<file path="config.mk">
export PLATFORM = sky130hd
export DESIGN_NAME = lhp_ctrl
export DESIGN_NICKNAME = d
export VERILOG_FILES = /design/src/hdl/lhp_pkg.sv /design/src/hdl/lhp_ctrl.sv
export SDC_FILE = /design/constraint.sdc
export NUM_CORES = 1
export LEC_CHECK = 0
export BUFFER_PORTS_ARGS = -buffer_cell sky130_fd_sc_hd__buf_2
export CORE_MARGIN = 2
export CORE_UTILIZATION = 30
export CTS_BUF_LIST = sky130_fd_sc_hd__clkbuf_4 sky130_fd_sc_hd__clkbuf_8 sky130_fd_sc_hd__clkbuf_16
export DETAILED_ROUTE_END_ITERATION = 8
export GPL_TIMING_DRIVEN = 0
export SETUP_SLACK_MARGIN = 0.1
export SKIP_CTS_REPAIR_TIMING = 1
export SLEW_MARGIN = 20
export SYNTH_ARGS = -nofsm -noshare
export SYNTH_HDL_FRONTEND = slang
export SYNTH_SLANG_ARGS = --single-unit
</file>
<file path="constraint.sdc">
create_clock -name clk_i -period 2.62 [get_ports clk_i]
set_clock_uncertainty 0.05 [all_clocks]
set_input_delay 0.131 -clock clk_i [delete_from_list [all_inputs] [get_ports clk_i]]
set_output_delay 0.131 -clock clk_i [all_outputs]
set_load 0.01 [all_outputs]
</file>
<file path="src/hdl/lhp_pkg.sv">
// ----------------------------------------------------------------------------
// lhp_pkg: shared types and constants of the latency histogram
// Holds the bucket limit table, request codes and controller/datapath structs.
// ----------------------------------------------------------------------------
`default_nettype none

package lhp_pkg;

  localparam int TABLE_LEN = 109;
  localparam int SMP_W     = 64;
  localparam int PCT_W     = 14;
  localparam int PROD_W    = 78;   // 64-bit value times 10000
  localparam int HIT_W     = 7;
  localparam int FRAC_W    = 16;

  localparam logic [1:0] REQ_ADD   = 2'd0;
  localparam logic [1:0] REQ_CLEAR = 2'd1;
  localparam logic [1:0] REQ_QUERY = 2'd2;

  typedef logic [SMP_W-1:0] limit_tab_t [TABLE_LEN];

  // Running value grows by 3/2 in 64.64 fixed point; keep leading digits up to 109.
  function automatic limit_tab_t build_limits();
    limit_tab_t  tab;
    logic [127:0] run;
    logic [63:0]  t;
    logic [63:0]  p;
    tab[0] = 64'd1;
    tab[1] = 64'd2;
    run = {64'd2, 64'd0};
    for (int i = 2; i < TABLE_LEN; i++) begin
      run = run + (run >> 1);
      t = run[127:64];
      p = 64'd1;
      for (int j = 0; j < 20; j++) begin
        if (t / 64'd10 > 64'd10) begin
          t = t / 64'd10;
          p = p * 64'd10;
        end
      end
      tab[i] = t * p;
    end
    return tab;
  endfunction

  localparam limit_tab_t LIMIT_TAB = build_limits();

  // x * 10000 as a sum of shifted copies
  function automatic logic [PROD_W-1:0] mul10k(input logic [SMP_W-1:0] x);
    logic [PROD_W-1:0] xe;
    xe = PROD_W'(x);
    return (xe << 13) + (xe << 10) + (xe << 9) + (xe << 8) + (xe << 4);
  endfunction

  typedef struct packed {
    logic capture;
    logic clear;
    logic sq0;
    logic sq1;
    logic srch;
    logic add_rd;
    logic add_wr;
    logic thr0;
    logic thr1;
    logic walk_rd;
    logic walk_acc;
    logic walk_mul;
    logic walk_next;
    logic f_ls;
    logic f_dd;
    logic f_w;
    logic mul;
    logic div_init;
    logic div;
    logic fin_hit;
    logic fin_miss;
  } lhp_cmd_t;

  typedef struct packed {
    logic srch_done;
    logic walk_hit;
    logic walk_last;
    logic bv_zero;
    logic mul_last;
    logic div_last;
  } lhp_sts_t;

endpackage

`default_nettype wire

</file>
<file path="src/hdl/lhp_ctrl.sv">
// ----------------------------------------------------------------------------
// lhp_ctrl: sequencer of the latency histogram
// Steps the datapath through add, clear and percentile query transactions.
// ----------------------------------------------------------------------------
`default_nettype none

module lhp_ctrl
  import lhp_pkg::*;
(
  input  wire logic       clk_i,
  input  wire logic       rst_ni,
  input  wire logic       start,
  input  wire logic [1:0] req_type_i,
  input  wire lhp_sts_t   sts_i,
  output logic            busy,
  output logic            done_o,
  output lhp_cmd_t        cmd_o
);

  typedef enum logic [4:0] {
    ST_IDLE, ST_SQ0, ST_SQ1, ST_SRCH, ST_ARD, ST_AWR, ST_CLR,
    ST_T0, ST_T1, ST_WRD, ST_WACC, ST_WMUL, ST_WTST,
    ST_FLS, ST_FDD, ST_FW, ST_MUL, ST_DINIT, ST_DIV, ST_FIN
  } state_e;

  state_e state_q;
  logic   done_q;

  assign busy   = (state_q != ST_IDLE);
  assign done_o = done_q;

  always_comb begin
    cmd_o           = '0;
    cmd_o.capture   = (state_q == ST_IDLE) && start;
    cmd_o.clear     = (state_q == ST_CLR);
    cmd_o.sq0       = (state_q == ST_SQ0);
    cmd_o.sq1       = (state_q == ST_SQ1);
    cmd_o.srch      = (state_q == ST_SRCH) && !sts_i.srch_done;
    cmd_o.add_rd    = (state_q == ST_ARD);
    cmd_o.add_wr    = (state_q == ST_AWR);
    cmd_o.thr0      = (state_q == ST_T0);
    cmd_o.thr1      = (state_q == ST_T1);
    cmd_o.walk_rd   = (state_q == ST_WRD);
    cmd_o.walk_acc  = (state_q == ST_WACC);
    cmd_o.walk_mul  = (state_q == ST_WMUL);
    cmd_o.walk_next = (state_q == ST_WTST) && !sts_i.walk_hit && !sts_i.walk_last;
    cmd_o.fin_miss  = (state_q == ST_WTST) && !sts_i.walk_hit && sts_i.walk_last;
    cmd_o.f_ls      = (state_q == ST_FLS);
    cmd_o.f_dd      = (state_q == ST_FDD);
    cmd_o.f_w       = (state_q == ST_FW);
    cmd_o.mul       = (state_q == ST_MUL);
    cmd_o.div_init  = (state_q == ST_DINIT);
    cmd_o.div       = (state_q == ST_DIV);
    cmd_o.fin_hit   = (state_q == ST_FIN);
  end

  always_ff @(posedge clk_i or negedge rst_ni) begin
    if (!rst_ni) begin
      state_q <= ST_IDLE;
      done_q  <= 1'b0;
    end else begin
      done_q <= 1'b0;
      unique case (state_q)
        ST_IDLE: begin
          if (start) begin
            priority case (req_type_i)
              REQ_ADD:   state_q <= ST_SQ0;
              REQ_CLEAR: state_q <= ST_CLR;
              REQ_QUERY: state_q <= ST_T0;
              default:   done_q  <= 1'b1;
            endcase
          end
        end
        ST_SQ0:  state_q <= ST_SQ1;
        ST_SQ1:  state_q <= ST_SRCH;
        ST_SRCH: begin
          if (sts_i.srch_done) state_q <= ST_ARD;
        end
        ST_ARD:  state_q <= ST_AWR;
        ST_AWR: begin
          state_q <= ST_IDLE;
          done_q  <= 1'b1;
        end
        ST_CLR: begin
          state_q <= ST_IDLE;
          done_q  <= 1'b1;
        end
        ST_T0:   state_q <= ST_T1;
        ST_T1:   state_q <= ST_WRD;
        ST_WRD:  state_q <= ST_WACC;
        ST_WACC: state_q <= ST_WMUL;
        ST_WMUL: state_q <= ST_WTST;
        ST_WTST: begin
          if (sts_i.walk_hit) begin
            state_q <= ST_FLS;
          end else if (sts_i.walk_last) begin
            state_q <= ST_IDLE;
            done_q  <= 1'b1;
          end else begin
            state_q <= ST_WRD;
          end
        end
        ST_FLS:  state_q <= ST_FDD;
        ST_FDD:  state_q <= ST_FW;
        ST_FW:   state_q <= sts_i.bv_zero ? ST_FIN : ST_MUL;
        ST_MUL: begin
          if (sts_i.mul_last) state_q <= ST_DINIT;
        end
        ST_DINIT: state_q <= ST_DIV;
        ST_DIV: begin
          if (sts_i.div_last) state_q <= ST_FIN;
        end
        ST_FIN: begin
          state_q <= ST_IDLE;
          done_q  <= 1'b1;
        end
        default: state_q <= ST_IDLE;
      endcase
    end
  end

endmodule

`default_nettype wire

</file>
# [Word level (Yosys, flattened, before mapping)]
# Cells that the tools add are included.
[word_totals] in_bits=11 register_bits=6
[classes] n_eq_ne=26 n_reduce_logical=14 muxes=14
[op_table] operator="$pmux 5 s17" count=1
[op_table] operator="$eq 5x4->1 const B" count=8
[op_table] operator="$eq 5x3->1 const B" count=4
[op_table] operator="$eq 5x5->1 const B" count=4
[op_table] operator="$mux 5" count=4
[op_table] operator="$pmux 5 s3" count=1
[op_table] operator="$eq 5x2->1 const B" count=2
[op_table] operator="$mux 4" count=2
[op_table] operator="$ne 2x2->1 const B" count=4
[op_table] operator="$reduce_or 3->1" count=2
[op_table] operator="$eq 5x1->1 const B" count=1
[op_table] operator="$logic_and 1x1->1" count=5
[op_table] operator="$logic_not 5->1" count=1
[op_table] operator="$reduce_and 5->1" count=1
[op_table] operator="$reduce_bool 5->1" count=1
[op_table] operator="$mux 1" count=4
[op_table] operator="$ne 4x1->1 const B" count=1
[op_table] operator="$logic_not 1->1" count=3
[op_table] operator="$pmux 1 s3" count=1
[op_table] operator="$eq 2x1->1 const B" count=1
[op_table] operator="$eq 2x2->1 const B" count=1
[op_table] operator="$logic_not 2->1" count=1
[op_table] operator="$mux 2" count=1

# [Longest topological paths before layout]
# Gate-level depths: netlist (run 1).
[depth] depth_word=5 mapped_depth=6

# [Worst setup path after synthesis (run 1)]
# No wires, ideal clock.
[synth_timing] path_kind="register -> register" startpoint="register state_q[3]" endpoint="register state_q[1]" arrival_ps=1288 stages_incl_launch_ff=5 n_path_buf=0 setup_slack_ps=1155 required_ps=2443 cell_sequence="dfrtp_1 > nand2b_2 > or4b_1 > nand4_2 > o21ai_1"
[synth_between] elab_chain_cells=3
[synth_lines] item="start, declared" line_no="lhp_ctrl.sv:26" rtl="state_e state_q;"
[synth_lines] item="start signal, assigned" line_no="lhp_ctrl.sv:105" rtl="ST_FW: state_q <= sts_i.bv_zero ? ST_FIN : ST_MUL;"
[synth_lines] item="$logic_not 5->1 (tied with other cells)" line_no="lhp_ctrl.sv:63" rtl="unique case (state_q)"
[synth_lines] item="$ne 4x1->1 (no source line) / $ne 2x2->1 (equally long branches)"
[synth_lines] item="$reduce_and 5->1 (no source line)"
# Several ways; a longest one is shown, not always the timed one.
# A chain may end at the register's enable or synchronous reset.

==> results_dict.tcl, run 1 <==
set metrics [dict create \
    period_minus_slack_ps 1840 \
    status "finished clean" \
    p_comb_share_pct 72.8 \
    initial_core_util_pct 31.8 \
    drtPass1Iterations 4 \
    drt_iter0_drc 15 \
    dp_slack_ps 1010 \
    criticalPathCategory "flop to output port" \
    crit_path_start_kind "flop" \
    clkPwrFrac_pct 8.8 \
    required_ps 2440 \
    tns_ps 0 \
    maxCapViolations 0 \
    cts_tree "done" \
    clkLatencyLatePin_ps 240 \
    num_antenna_cells 0 \
    antenna_found_initial 0 \
    power.density_mw_per_mm2 976 \
    die_y_um 52.7 \
    fmax_ghz 0.542 \
    critPathMaxFanout 8 \
    syn_area_per_cell_um2 7.48 \
    worstReg2RegEnd "state_q[0]" \
    hpwl_um 1620 \
    worstMarginPinSlew_ps 326 \
    grt_pass1_wl_um 3240 \
    period_share_pct 70.4 \
    holdWs_ps 199 \
    root_buffer "clkbuf_4" \
    layout-drive-gt1-share_pct 40.2 \
    setup_viol 0 \
    hold_violations 0 \
    cts.clk_slew.worst_paths_ps 40 \
    reg2reg_depth 5 \
    clkSinkCount 6 \
    htreeDepth 1 \
    rsz0062_at_grt "false" \
    synth_cells 95 \
    r2r_slack_ps 1010 \
    via_count 832 \
    syn_nets 109 \
    p_leak_nw 0.472 \
    wirelength_um 2090 \
    die_area_mm2 0.00277 \
    fin_ws_ps 775 \
    endpoint "cmd_o[20]" \
    sw_frac_of_total_pct 51.0 \
    reg2reg_from "state_q[2]" \
    syn_area_um2 711 \
    crit_path_start "state_q[2]" \
    rows 17 \
    grt_pass1_vias 697 \
    fin_nets 148 \
    core_mm2 0.00223 \
    grt_max_degree 11 \
    chipWidth_um 52.7 \
    utilization_pct 42.2 \
    arrival_ps 1660 \
    drv_slew 0 \
    switching_power_mw 0.469 \
    yosysWarningCount 0 \
    io_buffers 33 \
    clockBufferDepth 2 \
    n_fill_cell 253 \
    routedWlPerCell_um 13.1 \
    cts_inserted_buffers 3 \
    area_growth_pct 32.7 \
    detail-route-antenna-nets 0 \
    via_per_inst 5.20 \
    routabilityCongestion 0.823 \
    grt_use_total_pct 15.6 \
    pin_count 34 \
    hold_path_class "input pin to asynchronous set/reset pin" \
    yosysSeqAreaShare_pct 21.1 \
    critPathCaptureType "output port" \
    slew_headroom_pct 78.2 \
    p_seq_share_pct 18.4 \
    ir_worst_vdd_mv 0.479 \
    drc 0 \
    gr-total-overflow 0 \
    yosysUniqueCellTypes 40 \
    p_int_mw 0.452 \
    synth-seq-cells 6 \
]
==> cell type report <==
type,instances,area [µm²],area share [%]
Multi-Input combinational cell,79,507,53.7
Tap cell,28,35.0,3.71
Timing Repair Buffer,34,175,18.6
Inverter,4,15.0,1.59
Clock buffer,3,22.5,2.39
Buffer,6,38.8,4.11
Sequential cell,6,150,15.9
==> registers in the layout, indices dropped and copies added (netlist names) <==
register and flops:
state_q 5, done_o 1
==> power by group through the flow <==
stage	clock, mW	combinational, mW	sequential [mW]
2_1_floorplan	0	0.497	0.162
3_3_place_gp	0	0.656	0.168
3_5_place_dp	0	0.668	0.169
4_1_cts	0.0859	0.670	0.168
5_1_grt	0.0893	0.736	0.172
6_report	0.0813	0.671	0.169
==> per-layer routing <==
| metal | global-route usage [%] | part of all wire [%] | vias to the layer above |
|---|---|---|---|
| met1 | 21.9 | 45 | 379 |
| met3 | 2.86 | 8.0 | 0 |
| met5 | 0 | 0 | - |
| li1 | - | - | 411 |
| met4 | 2.56 | 0 | 0 |
| met2 | 25.0 | 47 | 42 |
==> worst min-delay path by stage <==
| stage | cells past startpoint | from | to |
|---|---|---|---|
| detailed placement | 1 | rst_ni | state_q[0] |
| CTS | 1 | rst_ni | state_q[4] |
| finish | 2 | rst_ni | state_q[4] |
| floorplan | 0 | rst_ni | done_o |
| global placement | 1 | rst_ni | state_q[2] |
| global route | 2 | rst_ni | state_q[4] |
==> critical path, cell delays in order (launching register included) <==
cell and delay (ps):
dfrtp_1 480, or3_4 460, nor3_4 180, and2_4 190, buf_2 120
==> cells in the final DEF, fill, tap and decap left out, types with 2 or more instances in the layout <==
cell	netlist	final
buf_2	3	36
nor2_1	19	19
nor3_1	9	9
dfrtp_1	6	6
nand2_1	5	5
a21oi_1	5	5
inv_1	4	4
nand2b_1	4	4
or2_1	3	3
ha_1	3	3
clkbuf_4	0	3
a22oi_1	2	2
o21ai_1	2	2
a211oi_1	2	2
o22ai_1	2	2
==> per-stage QoR <==
step,total power [mW],instances,instance area (µm²)
2_1_floorplan,0.659,95,711
3_3_place_gp,0.824,156,911
3_5_place_dp,0.837,156,911
4_1_cts,0.924,159,933
5_1_grt,0.997,160,943
6_report,0.921,160,943
==> cell usage after synthesis, drive strengths merged <==
master | n | area share [%]
or3 | 1 | 1.6
inv | 4 | 2.1
nand4 | 1 | 1.8
nor3b | 1 | 1.1
o21bai | 1 | 1.1
xnor2 | 1 | 1.2
or4b | 1 | 1.4
clkbuf | 1 | 0.70
o22ai | 2 | 1.8
dfrtp | 6 | 21
nand3b | 1 | 1.6
ha | 3 | 5.3
a21o | 1 | 1.1
o21ai | 4 | 3.3
nor2b | 1 | 0.88
or2 | 3 | 2.6
o32a | 1 | 1.4
nor3 | 10 | 8.6
a21oi | 6 | 4.8
nor4 | 1 | 1.8
nor4b | 1 | 2.1
a31oi | 1 | 0.88
or3b | 1 | 1.2
a22oi | 2 | 2.1
a211oi | 2 | 2.1
nor2 | 19 | 10
buf | 5 | 4.8
a32oi | 1 | 1.2
nand2b | 5 | 4.8
nand2 | 6 | 3.5
and2 | 2 | 2.1
==> logic make-up (layout without fill, tap and decap cells) <==
kind of cell	after synthesis	after routing	share of synthesized area, %
AND/OR/NAND/NOR	54	54	45.1
AO/OA/AOI/OAI	21	21	19.7
buffers and inverters	10	47	7.57
flip-flops	6	6	21.1
adder cells (fa/ha/maj)	3	3	5.28
XOR/XNOR	1	1	1.23
No activity file was read; power rests on OpenSTA's default activity.
==> run 2, diff against run 1 <==
==> constraint.sdc (replaced) <==
create_clock -name clk_i -period 1.7 [get_ports clk_i]
set_clock_uncertainty 0.05 [all_clocks]
set_input_delay 0.085 -clock clk_i [delete_from_list [all_inputs] [get_ports clk_i]]
set_output_delay 0.085 -clock clk_i [all_outputs]
set_load 0.01 [all_outputs]
==> run 2 against run 1 <==
The flow now finishes with violations (setup timing). Final cell count is 2.5% higher. Combinational power is 82% higher. Utilization is 4.3 points higher. Via count is 3.0% higher. Clock-buffer cell count stayed put. Flip-flop and latch count stayed put. Wire length is 7.7% higher. Global-route usage stayed put. Sequential share of layout area is 1.4 points lower.
==> results_dict.tcl, run 2 (synthesis results as in run 1) <==
set metrics [dict create \
    status "finished with violations" \
    failed_checks "setup timing" \
    core_mm2 0.00223 \
    multiInputGateArea_um2 559 \
    critPathCaptureType "output port" \
    grt_max_degree 11 \
    crit_path_max_incr_delay_ps 420 \
    num_antenna_cells 0 \
    chipWidth_um 52.7 \
    routabilityCongestion 0.823 \
    required_ps 1560 \
    rows 17 \
    setup_viol 1 \
    power.density_mw_per_mm2 1540 \
    antenna_found_initial 0 \
    drv_slew 0 \
    drc 0 \
    root_buffer "clkbuf_4" \
    criticalPathCategory "flop to output port" \
    clockBufferDepth 2 \
    hold_violations 0 \
    worstMarginPinSlew_ps 260 \
    clkPwrFrac_pct 7.9 \
    clkLatencyLatePin_ps 240 \
    crit_path_start_kind "flop" \
    final_common_cell "buf_2" \
    largest_register_ffs 5 \
    path_delay_family "simple AND/OR/NAND/NOR gates" \
    cp_slowest_cell "or3_4" \
    slew_headroom_pct 82.7 \
    seqCellArea_um2 151 \
    maxCapViolations 0 \
    initial_core_util_pct 31.8 \
    arrival_ps 1580 \
    crit_chain "or3_4 > nor3_4 > and2_4 > buf_6" \
    rsz0062_at_grt "true" \
    layout-drive-gt1-share_pct 46.3 \
    area_growth_pct 46.3 \
    clkSinkCount 6 \
    via_per_inst 5.23 \
    switching_power_mw 0.801 \
    grt_pass1_wl_um 3240 \
    fin_nets 152 \
    reg2reg_depth 4 \
    ir_worst_vdd_mv 0.629 \
    use_met3_pct 2.86 \
    pin_count 34 \
    die_area_mm2 0.00277 \
    p_seq_share_pct 16.1 \
    die_y_um 52.7 \
    n_fill_cell 253 \
    path_buf_inv 1 \
    grt_use_total_pct 15.6 \
    hpwl_um 1620 \
    period_share_pct 101 \
    fin_ws_ps -12.0 \
    detail-route-antenna-nets 0 \
    critPathMaxFanout 4 \
    final_cell_mix "34 x buf_2, 16 x nor2_1, 8 x nor3_1" \
    cts_inserted_buffers 3 \
    via_count 857 \
    cts_tree "done" \
    routedWlPerCell_um 13.7 \
    io_buffers 33 \
    cp.depth 4 \
    p_comb_share_pct 76.0 \
    power_mw 1.60 \
    grt_use_met1_pct 21.9 \
    sw_frac_of_total_pct 50.0 \
    fmax_ghz 0.584 \
    grt_pass1_vias 697 \
    busiest_layer "met2" \
    p_int_mw 0.801 \
    period_minus_slack_ps 1710 \
    p_leak_nw 0.525 \
    htreeDepth 1 \
    wirelength_um 2250 \
    use_met2_pct 25.0 \
    hold_path_class "input pin to asynchronous set/reset pin" \
    holdWs_ps 151 \
    gr-total-overflow 0 \
    cts.clk_slew.worst_paths_ps 40 \
    drtPass1Iterations 6 \
    top_register "state_q" \
    drt_iter0_drc 24 \
]
==> run 2: changes by cell type in the layout (fill, tap and decap cells not counted), sizes merged <==
cell	delta
buf	+3
clkbuf	+1
==> run 2: final timing paths <==
| kind | slack [ps] | endpoint | start |
|---|---|---|---|
| min | 150 | state_q[1] | rst_ni |
| max reg2reg | 110 | state_q[0] | state_q[0] |
| max in group asynchronous | 1290 | state_q[2] | rst_ni |
| min in group clk_i | 150 | state_q[3] | sts_i[3] |
| min reg2reg | 680 | done_o | state_q[3] |
| max | -10 | cmd_o[20] | state_q[1] |
==> run 2: area by class of cell <==
cell class / count / share of cell area, %
multi-input combinational: 79 / 53.8
sequential: 6 / 14.6
tap: 28 / 3.37
clock buffer: 3 / 2.17
buffer: 6 / 4.33
inverter: 4 / 1.44
timing repair buffer: 38 / 20.3
==> run 2: metrics by stage <==
step / std cells / worst slack (ps) / TNS (ps) / area [µm²] / util [%]
2_1_floorplan: 95 / 235 / 0 / 711 / -
3_3_place_gp: 156 / 97.6 / 0 / 911 / 40.8
3_5_place_dp: 156 / 87.8 / 0 / 911 / 40.8
4_1_cts: 159 / -109 / -109 / 933 / 41.8
5_1_grt: 164 / -77.9 / -126 / 1040 / 46.6
6_report: 164 / -12.0 / -12.0 / 1040 / 46.6
==> run 2: routing by layer <==
layer	routed length (µm)	vias up
li1	-	419
met1	1010	405
met2	1100	33
met3	135	0
met4	0	0
met5	0	-
==> run 2: power by group through the flow <==
stage               combinational, mW  clock, mW  sequential (mW)
floorplan                       0.766          0            0.249
global placement                 1.01          0            0.258
detailed placement               1.03          0            0.261
CTS                              1.03      0.132            0.258
global route                     1.32      0.138            0.262
finish                           1.22      0.127            0.258
==> run 2: worst register-to-register path: cells and delay by family, from the launching register on <==
kind	cells	cell delay, ps
AO/OA/AOI/OAI	1	100
flip-flops	1	410
buffers and inverters	1	230
AND/OR/NAND/NOR	2	680
